## config.mk

```make
export PLATFORM = sky130hd
export DESIGN_NAME = nibble_handshake_pad_reader
export DESIGN_NICKNAME = d
export VERILOG_FILES = /design/src/sv/nhpr_pkg.sv /design/src/sv/nibble_handshake_pad_reader.sv
export VERILOG_INCLUDE_DIRS = /design/src /design/src/sv
export SDC_FILE = /design/constraint.sdc
export NUM_CORES = 1
export LEC_CHECK = 0
export BUFFER_PORTS_ARGS = -buffer_cell sky130_fd_sc_hd__clkbuf_2
export CORE_UTILIZATION = 64
export DETAILED_ROUTE_END_ITERATION = 8
export HOLD_SLACK_MARGIN = 0.05
export PLACE_DENSITY = 0.84
export SETUP_SLACK_MARGIN = 0.02
export SYNTH_ARGS = -nofsm -noshare
export SYNTH_HDL_FRONTEND = slang
export SYNTH_SLANG_ARGS = --single-unit
```

## constraint.sdc

```tcl
create_clock -name clock -period 9.4 [get_ports clock]
set_input_delay 0.94 -clock clock [delete_from_list [all_inputs] [get_ports clock]]
set_output_delay 0.94 -clock clock [all_outputs]
set_load 0.05 [all_outputs]
```

## src/sv/nibble_handshake_pad_reader_defines.svh

```systemverilog
// assertion macros shared by the pad reader rtl
// no dependencies; define ASSERT_OFF to compile the checks out
`ifndef NIBBLE_HANDSHAKE_PAD_READER_DEFINES_SVH
`define NIBBLE_HANDSHAKE_PAD_READER_DEFINES_SVH

`ifndef ASSERT_OFF

`define NHPR_ASSERT_ALWAYS(label, clk, rst, cond) \
   label: assert property (@(posedge clk) disable iff (rst) (cond)) \
      else $error("pad reader check failed: invariant");

`define NHPR_ASSERT_IMPLIES(label, clk, rst, ante, cons) \
   label: assert property (@(posedge clk) disable iff (rst) (ante) |-> (cons)) \
      else $error("pad reader check failed: implication");

`define NHPR_ASSERT_NEXT(label, clk, rst, ante, cons) \
   label: assert property (@(posedge clk) disable iff (rst) (ante) |=> (cons)) \
      else $error("pad reader check failed: next cycle");

`else

`define NHPR_ASSERT_ALWAYS(label, clk, rst, cond)
`define NHPR_ASSERT_IMPLIES(label, clk, rst, ante, cons)
`define NHPR_ASSERT_NEXT(label, clk, rst, ante, cons)

`endif

`endif

```

## src/sv/nhpr_pkg.sv

```systemverilog
// types and constants for the nibble handshake pad reader
// no dependencies; used by nibble_handshake_pad_reader
package nhpr_pkg;

   localparam int NumBytesDefault = 8;

   localparam int CsrIndexWidth = 2;
   localparam int CsrDataWidth  = 8;

   localparam logic [7:0] SettleReset  = 8'd2;
   localparam logic [7:0] TimeoutReset = 8'd100;
   localparam logic [7:0] EndReset     = 8'd4;

   typedef enum logic [CsrIndexWidth-1:0] {
      CSR_SETTLE  = 2'd0,
      CSR_TIMEOUT = 2'd1,
      CSR_END     = 2'd2
   } csr_index_type;

   typedef enum logic [3:0] {
      PH_IDLE    = 4'd0,
      PH_SET_H0  = 4'd1,
      PH_SET_L0  = 4'd2,
      PH_WAIT_LO = 4'd3,
      PH_SET_HN  = 4'd4,
      PH_WAIT_HI = 4'd5,
      PH_SET_LN  = 4'd6,
      PH_END1    = 4'd7,
      PH_END2    = 4'd8
   } phase_type;

   typedef struct packed {
      logic       th_level;
      logic       tr_level;
      logic       byte_valid;
      logic [2:0] byte_index;
      logic [7:0] byte_value;
      logic       timed_out;
      logic       done_res;
      logic       busy_res;
   } rsp_type;

endpackage

```

## src/sv/nibble_handshake_pad_reader.sv

```systemverilog
// nibble handshake pad reader: tick sequencer with a two-entry result buffer
// depends on nhpr_pkg and nibble_handshake_pad_reader_defines.svh
//
// usage
//  - every req item is one microsecond tick of sampled pad pins (data nibble,
//    tl level) plus a start request; each accepted item yields exactly one rsp
//    item carrying the th/tr levels to drive and any byte completed on that tick
//  - the rsp item for a req item is registered, in the output register or, while the output is held, in the skid entry
//  - throughput: one item per cycle while req_stall is low; the sequencer takes one step per item
//  - the result side is an output register plus one skid entry, so a new item
//    is still taken on the cycle a result first stalls; req_stall rises only
//    once both entries hold results, and it comes straight from a flop
//  - a read: th/tr high, settle, sample high nibble, th low, settle, sample low
//    nibble (byte 0); later bytes toggle tr and wait for tl to follow before
//    each settle; a tl wait past timeout_ticks gives a zero byte, sets timed_out
//    and ends the read; every read closes with end wait, th/tr high, end wait
//  - csr writes (settle, timeout, end ticks) take effect at once; write them
//    only while the block is idle; index three is ignored
//  - reset (synchronous, active high) empties both result entries, puts the
//    sequencer in idle with th/tr high and restores the csr defaults
module nibble_handshake_pad_reader #(
   parameter int NUM_BYTES = nhpr_pkg::NumBytesDefault
) (
   input  logic                                clock,
   input  logic                                reset,
   // configuration
   input  logic                                csr_we,
   input  logic [nhpr_pkg::CsrIndexWidth-1:0]  csr_index,
   input  logic [nhpr_pkg::CsrDataWidth-1:0]   csr_wdata,
   // input items
   input  logic                                req_valid,
   output logic                                req_stall,
   input  logic                                req_start_req,
   input  logic [3:0]                          req_data_pins,
   input  logic                                req_tl_pin,
   // result items
   output logic                                rsp_valid,
   input  logic                                rsp_stall,
   output logic                                rsp_th_level,
   output logic                                rsp_tr_level,
   output logic                                rsp_byte_valid,
   output logic [2:0]                          rsp_byte_index,
   output logic [7:0]                          rsp_byte_value,
   output logic                                rsp_timed_out,
   output logic                                rsp_done_res,
   output logic                                rsp_busy_res
);

`include "nibble_handshake_pad_reader_defines.svh"

   // byte counter must hold NUM_BYTES itself
   localparam int CW = $clog2(NUM_BYTES + 1);

   // csr registers
   logic [7:0] settle_ff, timeout_ff, end_ff;

   // sequencer state
   nhpr_pkg::phase_type phase_ff, phase_in;
   logic [7:0]          wc_ff, wc_in;
   logic [CW-1:0]       cnt_ff, cnt_in;
   logic [3:0]          hi_ff, hi_in;
   logic                th_ff, th_in;
   logic                tr_ff, tr_in;
   logic                to_ff, to_in;

   // result buffer
   nhpr_pkg::rsp_type   out_ff, out_in, skid_ff, skid_in, res;
   logic                out_valid_ff, out_valid_in;
   logic                skid_valid_ff, skid_valid_in;

   logic                accept, out_take;
   logic [7:0]          wc_inc;
   logic                settle_hit, end_hit, tl_want, tl_fail;
   logic [CW-1:0]       cnt_inc;
   logic [CW+2:0]       cnt_ext;

   assign req_stall = skid_valid_ff;
   assign accept    = req_valid && !req_stall;
   assign out_take  = out_valid_ff && !rsp_stall;

   // csr writes
   always_ff @(posedge clock) begin
      if (reset) begin
         settle_ff  <= nhpr_pkg::SettleReset;
         timeout_ff <= nhpr_pkg::TimeoutReset;
         end_ff     <= nhpr_pkg::EndReset;
      end else if (csr_we) begin
         unique case (csr_index)
            nhpr_pkg::CSR_SETTLE:  settle_ff  <= csr_wdata;
            nhpr_pkg::CSR_TIMEOUT: timeout_ff <= csr_wdata;
            nhpr_pkg::CSR_END:     end_ff     <= csr_wdata;
            default: ;
         endcase
      end
   end

   // fixed waits act on the n-th tick in phase; a zero length acts as one
   assign wc_inc     = wc_ff + 8'd1;
   assign settle_hit = (wc_inc >= settle_ff);
   assign end_hit    = (wc_inc >= end_ff);
   // tl wait fails on the mismatch after timeout_ticks mismatches
   assign tl_want    = (phase_ff == nhpr_pkg::PH_WAIT_HI);
   assign tl_fail    = (wc_ff >= timeout_ff);
   assign cnt_inc    = cnt_ff + CW'(1);
   // byte index is the read position modulo eight
   assign cnt_ext    = {3'b000, cnt_ff};

   // sequencer step for one tick
   always_comb begin
      phase_in = phase_ff;
      wc_in    = wc_ff;
      cnt_in   = cnt_ff;
      hi_in    = hi_ff;
      th_in    = th_ff;
      tr_in    = tr_ff;
      to_in    = to_ff;
      res      = '0;

      unique case (phase_ff) inside
         nhpr_pkg::PH_IDLE: begin
            if (req_start_req) begin
               th_in    = 1'b1;
               tr_in    = 1'b1;
               to_in    = 1'b0;
               cnt_in   = '0;
               wc_in    = '0;
               phase_in = nhpr_pkg::PH_SET_H0;
            end
         end
         nhpr_pkg::PH_SET_H0, nhpr_pkg::PH_SET_HN: begin
            if (settle_hit) begin
               wc_in = '0;
               hi_in = req_data_pins;
               if (phase_ff == nhpr_pkg::PH_SET_H0) begin
                  th_in    = 1'b0;
                  phase_in = nhpr_pkg::PH_SET_L0;
               end else begin
                  tr_in    = 1'b1;
                  phase_in = nhpr_pkg::PH_WAIT_HI;
               end
            end else begin
               wc_in = wc_inc;
            end
         end
         nhpr_pkg::PH_SET_L0, nhpr_pkg::PH_SET_LN: begin
            if (settle_hit) begin
               wc_in          = '0;
               res.byte_valid = 1'b1;
               res.byte_index = cnt_ext[2:0];
               res.byte_value = {hi_ff, req_data_pins};
               cnt_in         = cnt_inc;
               if (cnt_inc >= CW'(NUM_BYTES)) begin
                  phase_in = nhpr_pkg::PH_END1;
               end else begin
                  tr_in    = 1'b0;
                  phase_in = nhpr_pkg::PH_WAIT_LO;
               end
            end else begin
               wc_in = wc_inc;
            end
         end
         nhpr_pkg::PH_WAIT_LO, nhpr_pkg::PH_WAIT_HI: begin
            if (req_tl_pin == tl_want) begin
               wc_in    = '0;
               phase_in = tl_want ? nhpr_pkg::PH_SET_LN : nhpr_pkg::PH_SET_HN;
            end else if (tl_fail) begin
               // timed-out byte is presented as zero
               wc_in          = '0;
               res.byte_valid = 1'b1;
               res.byte_index = cnt_ext[2:0];
               to_in          = 1'b1;
               phase_in       = nhpr_pkg::PH_END1;
            end else begin
               wc_in = wc_inc;
            end
         end
         nhpr_pkg::PH_END1: begin
            if (end_hit) begin
               wc_in    = '0;
               th_in    = 1'b1;
               tr_in    = 1'b1;
               phase_in = nhpr_pkg::PH_END2;
            end else begin
               wc_in = wc_inc;
            end
         end
         nhpr_pkg::PH_END2: begin
            if (end_hit) begin
               wc_in        = '0;
               res.done_res = 1'b1;
               phase_in     = nhpr_pkg::PH_IDLE;
            end else begin
               wc_in = wc_inc;
            end
         end
         default: begin
            phase_in = nhpr_pkg::PH_IDLE;
            wc_in    = '0;
         end
      endcase

      // levels and status as they stand after the tick
      res.th_level  = th_in;
      res.tr_level  = tr_in;
      res.timed_out = to_in;
      res.busy_res  = (phase_in != nhpr_pkg::PH_IDLE);
   end

   // sequencer state advances only on an accepted item
   always_ff @(posedge clock) begin
      if (reset) begin
         phase_ff <= nhpr_pkg::PH_IDLE;
         wc_ff    <= '0;
         cnt_ff   <= '0;
         hi_ff    <= '0;
         th_ff    <= 1'b1;
         tr_ff    <= 1'b1;
         to_ff    <= 1'b0;
      end else if (accept) begin
         phase_ff <= phase_in;
         wc_ff    <= wc_in;
         cnt_ff   <= cnt_in;
         hi_ff    <= hi_in;
         th_ff    <= th_in;
         tr_ff    <= tr_in;
         to_ff    <= to_in;
      end
   end

   // output register plus skid entry
   always_comb begin
      out_in        = out_ff;
      skid_in       = skid_ff;
      out_valid_in  = out_valid_ff;
      skid_valid_in = skid_valid_ff;
      if (skid_valid_ff) begin
         // no intake; drain the skid entry once the output is taken
         if (out_take) begin
            out_in        = skid_ff;
            skid_valid_in = 1'b0;
         end
      end else if (accept) begin
         if (out_valid_ff && rsp_stall) begin
            skid_in       = res;
            skid_valid_in = 1'b1;
         end else begin
            out_in       = res;
            out_valid_in = 1'b1;
         end
      end else if (out_take) begin
         out_valid_in = 1'b0;
      end
   end

   always_ff @(posedge clock) begin
      if (reset) begin
         out_valid_ff  <= 1'b0;
         skid_valid_ff <= 1'b0;
      end else begin
         out_valid_ff  <= out_valid_in;
         skid_valid_ff <= skid_valid_in;
      end
   end

   always_ff @(posedge clock) begin
      out_ff  <= out_in;
      skid_ff <= skid_in;
   end

   assign rsp_valid      = out_valid_ff;
   assign rsp_th_level   = out_ff.th_level;
   assign rsp_tr_level   = out_ff.tr_level;
   assign rsp_byte_valid = out_ff.byte_valid;
   assign rsp_byte_index = out_ff.byte_index;
   assign rsp_byte_value = out_ff.byte_value;
   assign rsp_timed_out  = out_ff.timed_out;
   assign rsp_done_res   = out_ff.done_res;
   assign rsp_busy_res   = out_ff.busy_res;

   // skid entry only fills behind a held output
   `NHPR_ASSERT_IMPLIES(a_skid_behind_out, clock, reset, skid_valid_ff, out_valid_ff)
   // every way into idle clears the wait counter
   `NHPR_ASSERT_IMPLIES(a_idle_wc_clear, clock, reset,
      phase_ff == nhpr_pkg::PH_IDLE, wc_ff == 8'd0)
   // a timeout always ends the read, never resumes a tl wait
   `NHPR_ASSERT_ALWAYS(a_timeout_ends, clock, reset,
      !(to_ff && (phase_ff == nhpr_pkg::PH_WAIT_LO || phase_ff == nhpr_pkg::PH_WAIT_HI)))
   // byte counter never passes the read length
   `NHPR_ASSERT_ALWAYS(a_count_bound, clock, reset, cnt_ff <= CW'(NUM_BYTES))

endmodule

```

==> results by group <==
Synthesis
  • Most area-hungry cell type in the Yosys netlist: edfxtp_1
  • Post-synth net total: 469
  • Top_reg_cell synth: dfxtp_1
  • Post-synthesis compound-gate area fraction: 15.2%
  • Register area share after synthesis: 45.2%
  • Post-Synth Simple-Gate Area: 16.9%
  • Largest family of logic cells by synthesized area: simple AND/OR/NAND/NOR gates
  • Synthesized flop and latch total: 83
  • Yosys warning total: 0
  • Avg Inst Size Synth: 10.5 um2
  • Mux share of post-synthesis cell area: 8.85%
  • Post-synth cell types: 70
  • Post-Synth Adder-Cell Area: 7.35%
  • Largest cells by area after synthesis: edfxtp_1, dfxtp_1, ha_1, mux2i_1, nor2_1
  • Number of flops mapped to enable cells by yosys: 34
  • Synth Cell Area: 4430 um2
  • Syn Inst Count: 422
  • Asr flop ratio synth: 0%
  • Xor/xnor cell area share of the yosys netlist: 1.78%
  • Area share of the largest cell type after synthesis: 23.1%

Setup path
  • Startpoint types: flop
  • Crit path arrival time: 3700 ps
  • CP max-delay cell: dfxtp_1
  • Most frequent CP cell: ha_1
  • Maximum fanout along the worst path: 12
  • CP top delay family: compound AO/OA/AOI/OAI gates
  • CP required: 9480 ps
  • Setup CP Type: flop to flop
  • CP Cell Sequence: ha_1 > and3_1 > nand3_1 > xnor2_1 > ha_1 > o21a_1 > a21oi_1 > o21ai_2 > mux2i_1 > nor4_2 > a41oi_1
  • Endpoint type of the worst setup path: flop
  • Critical path's largest stage delay: 510 ps
  • Worst Path Buf+Inv: 0

Run status
  • Outcome: completed

Die
  • Core region area: 6490 um2
  • # IOs: 40
  • Die area: 7250 um2
  • Die width: 85.2 um
  • Die height: 85.2 um
  • Cell row count: 29
  • Initial Utilization: 68.2%

Power
  • Tot Pwr: 841 uW
  • Peak VDD IR: 0.0000931 V
  • PD cells: 173 nW/um2
  • Leakage: 2.15 nW

Routing
  • TritonRoute pass-1 iters: 5
  • Final WL: 9510 um
  • Iteration-0 DRC Markers: 289
  • WL/cell: 17.6 um
  • Remaining routing DRC violations: 0
  • Via density: 6.26
  • DR vias: 3373
  • Antenna Nets Post-Route: 0

Clock network
  • CTS tree: yes
  • CTS sink cnt: 83
  • Clock Path Buffers: 2
  • CTS Hold Bufs: 0
  • Clock latency on the worst-skew pair: 370 ps
  • Htree depth: 3
  • Clock Pin Slew Worst Setup and Hold Paths: 90 ps
  • Setup repair bufs after CTS: 0
  • TritonCTS Buffers: 9
  • Clock Tree Root: clkbuf_8
  • Cts repair resizes: 0

STA
  • Tmin final: 3630 ps
  • Skew final: 11.9 ps
  • Final hold vios: 0
  • Final setup violation count: 0
  • Max Slew Vio Count: 0
  • Sum Neg Setup Slack: 0 ps
  • Final Hold Slack: 499 ps
  • Final worst slack: 5770 ps
  • Rel. slew slack: 30.5%
  • FMAX: 276 MHz
  • RSZ-0062 raised after global routing: no
  • Tcrit/Tclk final: 38.6%
  • Worst Tran Pin Value: 1040 ps

Place
  • RePlAce Congestion: 0.926
  • DP Worst Slack: 5950 ps
  • Port bufs: 39
  • Placed standard-cell area: 4640 um2
  • Inst Count DP: 523
  • Detail Placement HPWL: 6780 um

Finish
  • Layout Cells excl Fill: 539
  • Share of layout cells above drive strength 1: 21.9%
  • P&R area growth vs syn: 9.95%
  • Nets: 504
  • Final non-filler cell area: 4870 um2
  • Core Util, Final: 74.9%
  • Fill cells: 467
  • N_diodes: 0

GRT
  • GR Overflow Total: 0
  • GRT Total Usage: 27.8%
  • Pin count of the biggest net entering global routing: 49
  • Vias in the first global route: 3190
  • Initial antenna violation count: 0
  • First-pass GRT wire length: 15400 um

Job
  • Max_cap viols: 0

Min path
  • Min-delay worst type: flop to flop
-- state kept, by name, summed over array words and instances (netlist names), 3 cells and up --
| name | flops |
|---|---|
| timeout_ff | 8 |
| wc_ff | 8 |
| rsp_byte_index | 3 |
| settle_ff | 8 |
| rsp_byte_value | 8 |
| phase_ff | 4 |
| end_ff | 8 |
| hi_ff | 4 |
| skid_ff | 17 |
| cnt_ff | 4 |
-- area by class of cell --
cell class / count / area (um2) / share of cell area, %
multi-input cells: 294 / 2220 / 45.7
inverters: 28 / 105 / 2.16
clock buffers: 9 / 124 / 2.54
repair buffers: 41 / 210 / 4.32
flip-flops and latches: 83 / 2000 / 41.1
clock inverters: 7 / 106 / 2.19
well taps: 77 / 96.3 / 1.98
-- Yosys cell counts, drive strengths merged (8+ instances only) --
master  count
mux2       16
o21ai      20
inv        28
clkbuf      9
nand2      18
mux2i      20
edfxtp     34
and3       15
ha         26
nand3      14
dfxtp      49
nor3        8
a21oi      24
nor2       48
-- worst min-delay path: stages, from the launching register on --
cell     delay (ps)
dfxtp_1         330
o21ai_0          70
a21oi_1          60
-- cells in the final DEF, fill, tap and decap left out, types with 3 or more instances in the layout --
cell type	count
ha_1	26
and2_1	3
a21oi_1	22
o21ai_0	15
mux2_4	3
nor3_1	8
xor2_1	3
inv_1	27
nand2_1	18
nand2b_1	5
nor2_1	46
o21a_1	5
dfxtp_1	49
and2_4	3
clkbuf_2	39
clkbuf_8	9
nand3_1	14
nor2b_1	5
nand3b_1	3
a21o_1	5
mux2i_1	20
edfxtp_1	34
inv_6	3
and3_1	14
a211oi_1	4
mux2_2	13
a32o_1	4
xnor2_1	6
-- cells by family after synthesis --
logic type	count (synthesis)
AND/OR/NAND/NOR	138
adder cells (fa/ha/maj)	26
buffers and inverters	45
XOR/XNOR	9
AO/OA/AOI/OAI	85
flip-flops	83
multiplexers	36
-- power by group --
| group | switching, mW | internal [mW] | leakage (nW) | total [mW] |
|---|---|---|---|---|
| clock | 0.144 | 0.155 | 0.117 | 0.299 |
| sequential | 0.0121 | 0.391 | 0.711 | 0.403 |
| combinational | 0.0927 | 0.0468 | 1.32 | 0.139 |
| total | 0.249 | 0.592 | 2.15 | 0.841 |
-- layer usage --
| layer | track usage (%) | wire length, um |
|---|---|---|
| met4 | 9.40 | 179 |
| met1 | 36.3 | 4110 |
| met2 | 45.5 | 4550 |
| met3 | 6.71 | 674 |
| met5 | 0 | 0 |
-- path summary, 6_finish.rpt --
check                               from                      to  slack [ps]  cells after the start
setup / recovery   wc_ff[0]$_SDFFE_PP0P_  rsp_busy_res$_DFFE_PP_        5770                     11
hold reg to reg   cnt_ff[3]$_SDFFE_PP0P_  cnt_ff[3]$_SDFFE_PP0P_         500                      2
hold / removal    cnt_ff[3]$_SDFFE_PP0P_  cnt_ff[3]$_SDFFE_PP0P_         500                      2
setup reg to reg   wc_ff[0]$_SDFFE_PP0P_  rsp_busy_res$_DFFE_PP_        5770                     11
(Power assumes the default switching activity.)
